## config.mk

```make
export PLATFORM = sky130hd
export DESIGN_NAME = float24_add_mul_max_unit_core_flat
export DESIGN_NICKNAME = d
export VERILOG_FILES = /design/src/hw/rtl/f24amm_pkg.sv /design/src/hw/rtl/f24amm_req_if.sv /design/src/hw/rtl/f24amm_rsp_if.sv /design/src/hw/rtl/f24amm_front.sv /design/src/hw/rtl/f24amm_scale.sv /design/src/hw/rtl/f24amm_pack.sv /design/src/hw/rtl/float24_add_mul_max_unit_core.sv /design/src/flat_wrapper.sv
export SDC_FILE = /design/constraint.sdc
export NUM_CORES = 2
export LEC_CHECK = 0
export ABC_AREA = 1
export BUFFER_PORTS_ARGS = -buffer_cell sky130_fd_sc_hd__buf_2
export CAP_MARGIN = 20
export CORE_AREA = 2 2 286 344
export CTS_CLUSTER_DIAMETER = 60
export DETAILED_ROUTE_END_ITERATION = 8
export DIE_AREA = 0 0 288 346
export GPL_TIMING_DRIVEN = 0
export HOLD_SLACK_MARGIN = 0.08
export RECOVER_POWER = 25
export SKIP_CTS_REPAIR_TIMING = 1
export SLEW_MARGIN = 20
export SYNTH_ARGS = -nofsm -noshare
export SYNTH_HDL_FRONTEND = slang
export SYNTH_SLANG_ARGS = --single-unit
```

## constraint.sdc

```tcl
create_clock -name clock -period 11 [get_ports clock]
set_clock_uncertainty 0.15 [all_clocks]
set_input_delay 2.2 -clock clock [delete_from_list [all_inputs] [get_ports clock]]
set_output_delay 2.2 -clock clock [all_outputs]
set_load 0.01 [all_outputs]
```

## src/hw/rtl/f24amm_pkg.sv

```systemverilog
// shared types and constants for the 24-bit float add/multiply/max pipeline
`default_nettype none

package f24amm_pkg;

   localparam int KIND_W    = 2;
   localparam int MANT_W    = 16;
   localparam int EXP_W     = 8;
   localparam int RAW_W     = 32;
   localparam int WIDE_W    = 34;
   localparam int XEXP_W    = 10;
   localparam int FEXP_W    = 11;
   localparam int MAG_W     = 31;
   localparam int SH_W      = 5;
   localparam int MAX_SHIFT = 17;

   localparam logic [KIND_W-1:0] KIND_ADD  = 2'd0;
   localparam logic [KIND_W-1:0] KIND_MUL  = 2'd1;
   localparam logic [KIND_W-1:0] KIND_MAX  = 2'd2;
   localparam logic [KIND_W-1:0] KIND_RSVD = 2'd3;

   typedef struct packed {
      logic [KIND_W-1:0]        kind;
      logic signed [MANT_W-1:0] a_mantissa;
      logic signed [EXP_W-1:0]  a_exponent;
      logic signed [MANT_W-1:0] b_mantissa;
      logic signed [EXP_W-1:0]  b_exponent;
   } req_type;

   typedef struct packed {
      logic                     is_max;
      logic signed [RAW_W-1:0]  raw;
      logic signed [XEXP_W-1:0] exp;
      logic signed [WIDE_W-1:0] va;
      logic signed [WIDE_W-1:0] vb;
      logic                     eq_exp;
      logic signed [MANT_W-1:0] a_mantissa;
      logic signed [EXP_W-1:0]  a_exponent;
      logic signed [MANT_W-1:0] b_mantissa;
      logic signed [EXP_W-1:0]  b_exponent;
   } s1_type;

   typedef struct packed {
      logic                     is_max;
      logic                     neg;
      logic [MAG_W-1:0]         mag;
      logic [SH_W-1:0]          shift;
      logic signed [XEXP_W-1:0] exp;
      logic signed [MANT_W-1:0] max_mantissa;
      logic signed [EXP_W-1:0]  max_exponent;
      logic                     second;
   } s2_type;

   typedef struct packed {
      logic signed [MANT_W-1:0] res_mantissa;
      logic signed [EXP_W-1:0]  res_exponent;
      logic                     exp_overflow;
      logic                     picked_second;
   } rsp_type;

endpackage

`default_nettype wire

```

## src/hw/rtl/f24amm_req_if.sv

```systemverilog
// request channel: operation and two operands
`default_nettype none

interface f24amm_req_if;
   import f24amm_pkg::*;

   logic                     valid;
   logic                     ready;
   logic [KIND_W-1:0]        kind;
   logic signed [MANT_W-1:0] a_mantissa;
   logic signed [EXP_W-1:0]  a_exponent;
   logic signed [MANT_W-1:0] b_mantissa;
   logic signed [EXP_W-1:0]  b_exponent;

   modport source (output valid, kind, a_mantissa, a_exponent, b_mantissa, b_exponent,
                   input ready);
   modport sink (input valid, kind, a_mantissa, a_exponent, b_mantissa, b_exponent,
                 output ready);
endinterface

`default_nettype wire

```

## src/hw/rtl/f24amm_rsp_if.sv

```systemverilog
// response channel: result mantissa, exponent and flags
`default_nettype none

interface f24amm_rsp_if;
   import f24amm_pkg::*;

   logic                     valid;
   logic                     ready;
   logic signed [MANT_W-1:0] res_mantissa;
   logic signed [EXP_W-1:0]  res_exponent;
   logic                     exp_overflow;
   logic                     picked_second;

   modport source (output valid, res_mantissa, res_exponent, exp_overflow, picked_second,
                   input ready);
   modport sink (input valid, res_mantissa, res_exponent, exp_overflow, picked_second,
                 output ready);
endinterface

`default_nettype wire

```

## src/hw/rtl/f24amm_front.sv

```systemverilog
// stage 1: exponent difference, alignment shift, mantissa product, max operand scaling
`default_nettype none

module f24amm_front (
   input  wire logic             clock,
   input  wire logic             reset,
   input  wire logic             in_valid,
   output logic                  in_ready,
   input  wire f24amm_pkg::req_type in_data,
   output logic                  out_valid,
   input  wire logic             out_ready,
   output f24amm_pkg::s1_type    out_data
);
   import f24amm_pkg::*;

   logic                     valid_ff;
   s1_type                   data_ff;
   s1_type                   data_in;

   logic signed [EXP_W:0]    diff;
   logic                     a_ge;
   logic [EXP_W:0]           dmag;
   logic [SH_W-1:0]          dclamp;
   logic signed [MANT_W-1:0] small_m;
   logic signed [MANT_W-1:0] big_m;
   logic                     small_neg;
   logic [MANT_W-1:0]        small_mag;
   logic [MANT_W-1:0]        shifted;
   logic signed [MANT_W:0]   aligned;
   logic signed [MANT_W+1:0] sum;
   logic signed [RAW_W-1:0]  prod;
   logic                     is_mul;
   logic                     is_max;

   assign diff = {in_data.a_exponent[EXP_W-1], in_data.a_exponent}
               - {in_data.b_exponent[EXP_W-1], in_data.b_exponent};
   assign a_ge = ~diff[EXP_W];
   assign dmag = a_ge ? diff : (EXP_W+1)'(-diff);
   assign dclamp = (dmag > (EXP_W+1)'(MAX_SHIFT)) ? SH_W'(MAX_SHIFT) : dmag[SH_W-1:0];

   assign small_m   = a_ge ? in_data.b_mantissa : in_data.a_mantissa;
   assign big_m     = a_ge ? in_data.a_mantissa : in_data.b_mantissa;
   assign small_neg = small_m[MANT_W-1];
   assign small_mag = small_neg ? MANT_W'(-small_m) : $unsigned(small_m);
   // truncation toward zero: shift the magnitude, then restore the sign
   assign shifted   = (dmag >= (EXP_W+1)'(MANT_W)) ? '0 : (small_mag >> dmag[3:0]);
   assign aligned   = small_neg ? -$signed({1'b0, shifted}) : $signed({1'b0, shifted});
   assign sum       = (MANT_W+2)'(big_m) + (MANT_W+2)'(aligned);
   assign prod      = in_data.a_mantissa * in_data.b_mantissa;

   assign is_mul = (in_data.kind == KIND_MUL);
   assign is_max = !((in_data.kind == KIND_ADD) || (in_data.kind == KIND_MUL));

   always_comb begin
      data_in            = '0;
      data_in.is_max     = is_max;
      data_in.raw        = is_mul ? prod : RAW_W'(sum);
      data_in.exp        = is_mul ? (XEXP_W'(in_data.a_exponent) + XEXP_W'(in_data.b_exponent))
                                  : XEXP_W'(a_ge ? in_data.a_exponent : in_data.b_exponent);
      // operand with the larger exponent is scaled up, capped where it dominates anyway
      data_in.va         = WIDE_W'(in_data.a_mantissa) <<< (a_ge ? dclamp : SH_W'(0));
      data_in.vb         = WIDE_W'(in_data.b_mantissa) <<< (a_ge ? SH_W'(0) : dclamp);
      data_in.eq_exp     = (diff == '0);
      data_in.a_mantissa = in_data.a_mantissa;
      data_in.a_exponent = in_data.a_exponent;
      data_in.b_mantissa = in_data.b_mantissa;
      data_in.b_exponent = in_data.b_exponent;
   end

   assign in_ready  = !valid_ff || out_ready;
   assign out_valid = valid_ff;
   assign out_data  = data_ff;

   always_ff @(posedge clock) begin
      if (reset) begin
         valid_ff <= 1'b0;
      end else if (in_ready) begin
         valid_ff <= in_valid;
      end
   end

   always_ff @(posedge clock) begin
      if (in_valid && in_ready) begin
         data_ff <= data_in;
      end
   end

endmodule

`default_nettype wire

```

## src/hw/rtl/f24amm_scale.sv

```systemverilog
// stage 2: magnitude and normalize shift count, max compare and select
`default_nettype none

module f24amm_scale (
   input  wire logic             clock,
   input  wire logic             reset,
   input  wire logic             in_valid,
   output logic                  in_ready,
   input  wire f24amm_pkg::s1_type in_data,
   output logic                  out_valid,
   input  wire logic             out_ready,
   output f24amm_pkg::s2_type    out_data
);
   import f24amm_pkg::*;

   logic             valid_ff;
   s2_type           data_ff;
   s2_type           data_in;

   logic             neg;
   logic [MAG_W-1:0] mag;
   logic [SH_W-1:0]  shift;
   logic             pick_a;

   assign neg = in_data.raw[RAW_W-1];
   assign mag = neg ? MAG_W'(-in_data.raw) : in_data.raw[MAG_W-1:0];

   // halvings needed so the magnitude fits in fifteen bits
   always_comb begin
      shift = '0;
      for (int i = MANT_W - 1; i < MAG_W; i++) begin
         if (mag[i]) begin
            shift = SH_W'(i - (MANT_W - 2));
         end
      end
   end

   assign pick_a = in_data.eq_exp ? (in_data.va >= in_data.vb) : (in_data.va > in_data.vb);

   always_comb begin
      data_in              = '0;
      data_in.is_max       = in_data.is_max;
      data_in.neg          = neg;
      data_in.mag          = mag;
      data_in.shift        = shift;
      data_in.exp          = in_data.exp;
      data_in.max_mantissa = pick_a ? in_data.a_mantissa : in_data.b_mantissa;
      data_in.max_exponent = pick_a ? in_data.a_exponent : in_data.b_exponent;
      data_in.second       = !pick_a;
   end

   assign in_ready  = !valid_ff || out_ready;
   assign out_valid = valid_ff;
   assign out_data  = data_ff;

   always_ff @(posedge clock) begin
      if (reset) begin
         valid_ff <= 1'b0;
      end else if (in_ready) begin
         valid_ff <= in_valid;
      end
   end

   always_ff @(posedge clock) begin
      if (in_valid && in_ready) begin
         data_ff <= data_in;
      end
   end

endmodule

`default_nettype wire

```

## src/hw/rtl/f24amm_pack.sv

```systemverilog
// stage 3: normalize shift, exponent adjust and overflow, max result pass-through, output register
`default_nettype none

module f24amm_pack (
   input  wire logic             clock,
   input  wire logic             reset,
   input  wire logic             in_valid,
   output logic                  in_ready,
   input  wire f24amm_pkg::s2_type in_data,
   output logic                  out_valid,
   input  wire logic             out_ready,
   output f24amm_pkg::rsp_type   out_data
);
   import f24amm_pkg::*;

   logic                     valid_ff;
   rsp_type                  data_ff;
   rsp_type                  data_in;
   logic                     is_max_ff;

   logic [MANT_W-2:0]        mant_mag;
   logic signed [MANT_W-1:0] mant;
   logic signed [FEXP_W-1:0] exp_full;
   logic                     ovf;

   assign mant_mag = (MANT_W-1)'(in_data.mag >> in_data.shift);
   assign mant     = in_data.neg ? -$signed({1'b0, mant_mag}) : $signed({1'b0, mant_mag});
   assign exp_full = FEXP_W'(in_data.exp) + $signed({(FEXP_W-SH_W)'(0), in_data.shift});
   assign ovf      = (exp_full > FEXP_W'(127)) || (exp_full < -FEXP_W'(128));

   always_comb begin
      if (in_data.is_max) begin
         data_in.res_mantissa  = in_data.max_mantissa;
         data_in.res_exponent  = in_data.max_exponent;
         data_in.exp_overflow  = 1'b0;
         data_in.picked_second = in_data.second;
      end else begin
         data_in.res_mantissa  = mant;
         data_in.res_exponent  = exp_full[EXP_W-1:0];
         data_in.exp_overflow  = ovf;
         data_in.picked_second = 1'b0;
      end
   end

   assign in_ready  = !valid_ff || out_ready;
   assign out_valid = valid_ff;
   assign out_data  = data_ff;

   always_ff @(posedge clock) begin
      if (reset) begin
         valid_ff <= 1'b0;
      end else if (in_ready) begin
         valid_ff <= in_valid;
      end
   end

   always_ff @(posedge clock) begin
      if (in_valid && in_ready) begin
         data_ff   <= data_in;
         is_max_ff <= in_data.is_max;
      end
   end

   // normalized results never keep the most negative mantissa
   a_norm_mant: assert property (@(posedge clock) disable iff (reset)
      valid_ff && !is_max_ff |-> data_ff.res_mantissa != -MANT_W'(32768))
      else $error("normalized mantissa out of range");

   a_max_no_ovf: assert property (@(posedge clock) disable iff (reset)
      valid_ff && is_max_ff |-> !data_ff.exp_overflow)
      else $error("overflow flagged on max");

   a_arith_first: assert property (@(posedge clock) disable iff (reset)
      valid_ff && !is_max_ff |-> !data_ff.picked_second)
      else $error("picked_second set on add or multiply");

endmodule

`default_nettype wire

```

## src/hw/rtl/float24_add_mul_max_unit_core.sv

```systemverilog
// top level of the 24-bit float add/multiply/max pipeline
//
//   channel | dir | handshake            | payload
//   req_ch  | in  | valid/ready          | kind, a_mantissa, a_exponent, b_mantissa, b_exponent
//   rsp_ch  | out | valid/ready          | res_mantissa, res_exponent, exp_overflow,
//           |     |                      | picked_second
//
// three register stages (front, scale, pack); a taken request is registered in each stage in turn,
// and rsp_ch.valid rises once its result sits in the pack stage's output register
// one request per cycle is accepted while rsp_ch.ready stays high
// each stage holds its item under back-pressure and takes a new one when it empties
// synchronous reset empties all stages; there is no other state
`default_nettype none

module float24_add_mul_max_unit_core (
   input  wire logic      clock,
   input  wire logic      reset,
   f24amm_req_if.sink     req_ch,
   f24amm_rsp_if.source   rsp_ch
);
   import f24amm_pkg::*;

   req_type req_data;
   s1_type  s1_data;
   s2_type  s2_data;
   rsp_type rsp_data;
   logic    s1_valid;
   logic    s1_ready;
   logic    s2_valid;
   logic    s2_ready;

   assign req_data.kind       = req_ch.kind;
   assign req_data.a_mantissa = req_ch.a_mantissa;
   assign req_data.a_exponent = req_ch.a_exponent;
   assign req_data.b_mantissa = req_ch.b_mantissa;
   assign req_data.b_exponent = req_ch.b_exponent;

   f24amm_front u_front (
      .clock     (clock),
      .reset     (reset),
      .in_valid  (req_ch.valid),
      .in_ready  (req_ch.ready),
      .in_data   (req_data),
      .out_valid (s1_valid),
      .out_ready (s1_ready),
      .out_data  (s1_data)
   );

   f24amm_scale u_scale (
      .clock     (clock),
      .reset     (reset),
      .in_valid  (s1_valid),
      .in_ready  (s1_ready),
      .in_data   (s1_data),
      .out_valid (s2_valid),
      .out_ready (s2_ready),
      .out_data  (s2_data)
   );

   f24amm_pack u_pack (
      .clock     (clock),
      .reset     (reset),
      .in_valid  (s2_valid),
      .in_ready  (s2_ready),
      .in_data   (s2_data),
      .out_valid (rsp_ch.valid),
      .out_ready (rsp_ch.ready),
      .out_data  (rsp_data)
   );

   assign rsp_ch.res_mantissa  = rsp_data.res_mantissa;
   assign rsp_ch.res_exponent  = rsp_data.res_exponent;
   assign rsp_ch.exp_overflow  = rsp_data.exp_overflow;
   assign rsp_ch.picked_second = rsp_data.picked_second;

endmodule

`default_nettype wire

```

## src/flat_wrapper.sv

```systemverilog
// flat-port wrapper written by rule: the top's interface ports become plain ports
module float24_add_mul_max_unit_core_flat import f24amm_pkg::*;
  (clock, reset, req_ch_valid, req_ch_kind, req_ch_a_mantissa, req_ch_a_exponent, req_ch_b_mantissa, req_ch_b_exponent, req_ch_ready, rsp_ch_valid, rsp_ch_res_mantissa, rsp_ch_res_exponent, rsp_ch_exp_overflow, rsp_ch_picked_second, rsp_ch_ready);
  f24amm_req_if req_ch_i ();
  f24amm_rsp_if rsp_ch_i ();
  input  wire logic clock;
  input  wire logic reset;
  input wire logic [$bits(req_ch_i.valid)-1:0] req_ch_valid;
  input wire logic [$bits(req_ch_i.kind)-1:0] req_ch_kind;
  input wire logic [$bits(req_ch_i.a_mantissa)-1:0] req_ch_a_mantissa;
  input wire logic [$bits(req_ch_i.a_exponent)-1:0] req_ch_a_exponent;
  input wire logic [$bits(req_ch_i.b_mantissa)-1:0] req_ch_b_mantissa;
  input wire logic [$bits(req_ch_i.b_exponent)-1:0] req_ch_b_exponent;
  output wire logic [$bits(req_ch_i.ready)-1:0] req_ch_ready;
  output wire logic [$bits(rsp_ch_i.valid)-1:0] rsp_ch_valid;
  output wire logic [$bits(rsp_ch_i.res_mantissa)-1:0] rsp_ch_res_mantissa;
  output wire logic [$bits(rsp_ch_i.res_exponent)-1:0] rsp_ch_res_exponent;
  output wire logic [$bits(rsp_ch_i.exp_overflow)-1:0] rsp_ch_exp_overflow;
  output wire logic [$bits(rsp_ch_i.picked_second)-1:0] rsp_ch_picked_second;
  input wire logic [$bits(rsp_ch_i.ready)-1:0] rsp_ch_ready;
  assign req_ch_i.valid = req_ch_valid;
  assign req_ch_i.kind = req_ch_kind;
  assign req_ch_i.a_mantissa = req_ch_a_mantissa;
  assign req_ch_i.a_exponent = req_ch_a_exponent;
  assign req_ch_i.b_mantissa = req_ch_b_mantissa;
  assign req_ch_i.b_exponent = req_ch_b_exponent;
  assign req_ch_ready = req_ch_i.ready;
  assign rsp_ch_valid = rsp_ch_i.valid;
  assign rsp_ch_res_mantissa = rsp_ch_i.res_mantissa;
  assign rsp_ch_res_exponent = rsp_ch_i.res_exponent;
  assign rsp_ch_exp_overflow = rsp_ch_i.exp_overflow;
  assign rsp_ch_picked_second = rsp_ch_i.picked_second;
  assign rsp_ch_i.ready = rsp_ch_ready;
  float24_add_mul_max_unit_core u_core (.clock(clock), .reset(reset), .req_ch(req_ch_i), .rsp_ch(rsp_ch_i));
endmodule
```

==> impl_results.md <==
- Cell with the largest stage delay on the worst path: sky130_fd_sc_hd__fa_1
- Global-route met1 utilization: 0.2322
- Sequential element share of the synthesized area: 0.2712
- Fraction of the mapped netlist area in adder cells: 0.2550
- Multiplexer area fraction after synthesis: 0.007678
- Static leakage power: 15.31 nW
- Number of buffers inserted by port buffering: 81
- Count of cells along the worst hold path: 0
- Internal portion of total power: 4.689 mW
- Total of warnings raised by yosys: 0
- Skew-Pair Late Insertion Delay: 0.58 ns
- Initial antenna violation count: 0
- Global-route wire length before repair: 140800 um
- Clock buffer count from CTS: 26
- Largest net degree at the start of global routing: 85
- Worst-case setup margin in the final layout: 1.120 ns
- Via count: 24680
- Ordered cell list for the critical path: clkbuf_1 > clkbuf_1 > buf_1 > nand2_1 > inv_1 > fa_1 > fa_1 > inv_1 > fa_1 > inv_1 > fa_1 > fa_1 > fa_1 > ha_1 > a21oi_1 > nor2_1 > a211oi_1 > o21ai_0 > a21oi_1 > nand2_1 > nand2_1 > o21ai_0
- Number of different library cells in the post-synthesis netlist: 63
- DRT antenna net count: 0
- Arrival time of data at the critical path endpoint: 10.01 ns
- Count of mapped cells out of synthesis: 3695
- Chip width: 288 um
- Row Count: 125
- Routability congestion estimate from global placement: 0.9610
- Setup TNS: 0 ns
- Fin crit share: 0.8982
- Max-slew violation count: 0
- CTS tree: built
- Clock tree root driver cell: sky130_fd_sc_hd__clkbuf_16
- Remaining global-route overflow: 0
- Combinational power share: 0.768
- Synth-to-Final Area Change: 9.990%
- Power share of the sequential group: 0.148
- Total iterations of the first detailed-routing run: 6
- Number of nets produced by synthesis: 4174
- Synth cell count leaders: sky130_fd_sc_hd__nand2_1, sky130_fd_sc_hd__inv_1, sky130_fd_sc_hd__fa_1
- Average footprint of a synthesized cell: 7.763 um2
- Number of design-rule violations left by the first detailed-router iteration: 1695
- Share of power burned in the clock network: 0.084
- Final routed wire length divided by cell count: 18.09 um
- Net total in the final layout: 4287
- Ratio of cells with drive above 1 in the final layout: 0.05146
- Data required time of the critical path: 11.13 ns
- RSZ-0062 raised after global routing: no
- Total I/O pin count: 82
- Worst-case reg-to-reg path depth: 16
- Worst slew margin relative to its limit: 0.1579
- Cells taking the most area after synthesis: sky130_fd_sc_hd__edfxtp_1, sky130_fd_sc_hd__fa_1, sky130_fd_sc_hd__nand2_1, sky130_fd_sc_hd__inv_1, sky130_fd_sc_hd__ha_1
- Maximum net fanout on the critical path: 10
- Power Total: 10.47 mW
- Most used DFF post-synth: sky130_fd_sc_hd__edfxtp_1
- Overall routed net length: 92250 um
- Share of async-settable or async-resettable flops after synthesis: 0
- Type of the most critical hold path: flop to flop
- Compound-gate portion of the synthesized area: 0.09427
- EDFF count, synth: 257
- Yosys top cell area share: 0.2691
- Die ar.: 0.09965 mm2
- Startpoint kind of the worst setup timing path: primary input
- Combinational family with the most area after synthesis: adder cells
- Shortest clock period the worst path allows after layout: 9.880 ns
- H-tree levels: 1
- Switching part of the total power: 0.5520
- IR drop worst, VDD: 0.3071 mV
- Library cell occupying the most area in the post-synthesis netlist: sky130_fd_sc_hd__edfxtp_1
- Post-detailed-route via-to-cell ratio: 4.842
- Type of the setup path with the least slack: primary input to flop
- CTS clk-pin slew, worst paths: 0.07 ns
- CP dominant cell by count: sky130_fd_sc_hd__fa_1
- Power Density: 331.8 mW/mm2
- Summed instance area of the synthesized netlist: 0.02868 mm2
- Initial Utilization: 0.2977
- Synthesized-area fraction occupied by and/or/nand/nor cells: 0.2315
- Critical Path Sink Type: flop
- Number of global-route vias before repair: 24330
- All-layer global routing usage: 0.1832
- Dpl hpwl: 76480 um
- Remaining routing DRC violations: 0
- Top Usage Layer GRT: met2
- GR met3 Demand/Resource: 0.01509
- Final number of setup-violating endpoints: 0
- Most common cell in the netlist: sky130_fd_sc_hd__nand2_1
- Biggest cell delay along the critical path: 0.93 ns
- Core area: 0.09634 mm2
- Worst Setup Slack post-DPL: 0.8525 ns
- Max Cap Viol: 0
- Max frequency: 0.1012 GHz
- Net Switching: 5.779 mW
- Met2 usage: 0.3206
- Post-synthesis register bit count: 260
- Number of failing hold endpoints at the final stage: 0
- Y dimension of the die: 346 um
- XOR/XNOR share of the synthesized area: 0.02630
- Number of sinks handled by clock tree synthesis: 260
- Slew of the pin with the lowest slew margin: 1.263 ns
- Result of the run: completed
- Clock Tree Buf Depth: 3
- Number of antenna cells inserted: 0
power groups by stage:
stage / clock, mW / combinational, mW / sequential [mW]
final: 0.881 / 8.04 / 1.55
after global routing: 0.930 / 8.96 / 1.57
after CTS: 0.899 / 8.10 / 1.55
after detailed placement: 0 / 8.05 / 1.57
after global placement: 0 / 8.01 / 1.57
after floorplan: 0 / 5.43 / 1.52
layout make-up:
class | instances | area [um2]
well taps | 1270 | 1589
fillers | 10330 | 64790
flip-flops and latches | 260 | 7777
plain buffers | 169 | 752.0
inverters | 671 | 2527
repair buffers | 85 | 416.7
clock buffers | 31 | 669.4
clock inverters | 17 | 178.9
multi-input cells | 2595 | 17640
cell usage in the layout (no fill, tap or decap), drive strengths merged, types with 4 or more instances in the layout:
master,instances
nor3,25
o21bai,7
o22ai,5
nand3,250
inv,668
buf,94
a22oi,6
o21a,9
nand3b,9
mux2i,22
clkbuf,191
or2,17
o31ai,7
clkinv,15
edfxtp,257
o211ai,27
nor4,7
ha,159
nand4,27
o21ai,280
fa,266
a32oi,4
a21oi,111
xnor2,29
nand2,1038
nor2,206
xor2,52
a31oi,11
per-stage QoR:
stage               cells  utilization  hold slack [ns]  area, um2
detailed placement   5050       0.3196           0.2557      30790
CTS                  5098       0.3284           0.2717      31640
floorplan            3695            -           0.2503      28680
global placement     5046       0.3184           0.2517      30680
finish               5098       0.3275           0.2718      31550
global route         5098       0.3275           0.2810      31550
routing by layer:
layer | wire, um | part of all wire | up-vias
met5 | 0 | 0 | -
met4 | 4008 | 0.043 | 0
met3 | 4560 | 0.049 | 188
met2 | 45220 | 0.49 | 699
met1 | 38460 | 0.42 | 11870
li1 | - | - | 11920
final timing paths:
kind	startpoint	endpoint	slack (ns)
setup reg to reg	u_core.u_front.out_data[84]	u_core.u_scale.out_data[3]	6.35
hold reg to reg	u_core.u_front.out_data[125]	u_core.u_scale.out_data[33]	0.27
setup / recovery	req_ch_a_mantissa[15]	u_core.u_front.out_data[155]	1.12
hold / removal	u_core.u_front.out_data[125]	u_core.u_scale.out_data[33]	0.27
logic make-up after synthesis:
kind of cell | Yosys count
xor gates and xnor gates | 81
DFF | 260
buffers and inverters | 840
AOI/OAI and AO/OA | 484
and+or+nand+nor | 1583
muxes | 22
adders and majority gates | 425
worst max-delay path: cells and delay by family:
family | cells | cell delay, ns
AO/OA/AOI/OAI | 5 | 1.32
AND/OR/NAND/NOR | 4 | 0.40
adder cells (fa/ha/maj) | 7 | 3.94
buffers and inverters | 6 | 2.11
sequential cells by signal, indices dropped and copies added (netlist names):
name                      count
u_core.u_pack.out_valid       1
u_core.u_front.out_valid      1
u_core.u_pack.out_data       26
u_core.u_front.out_data     159
u_core.u_scale.out_data      72
u_core.u_scale.out_valid      1
No activity file was read; power rests on OpenSTA's default activity.
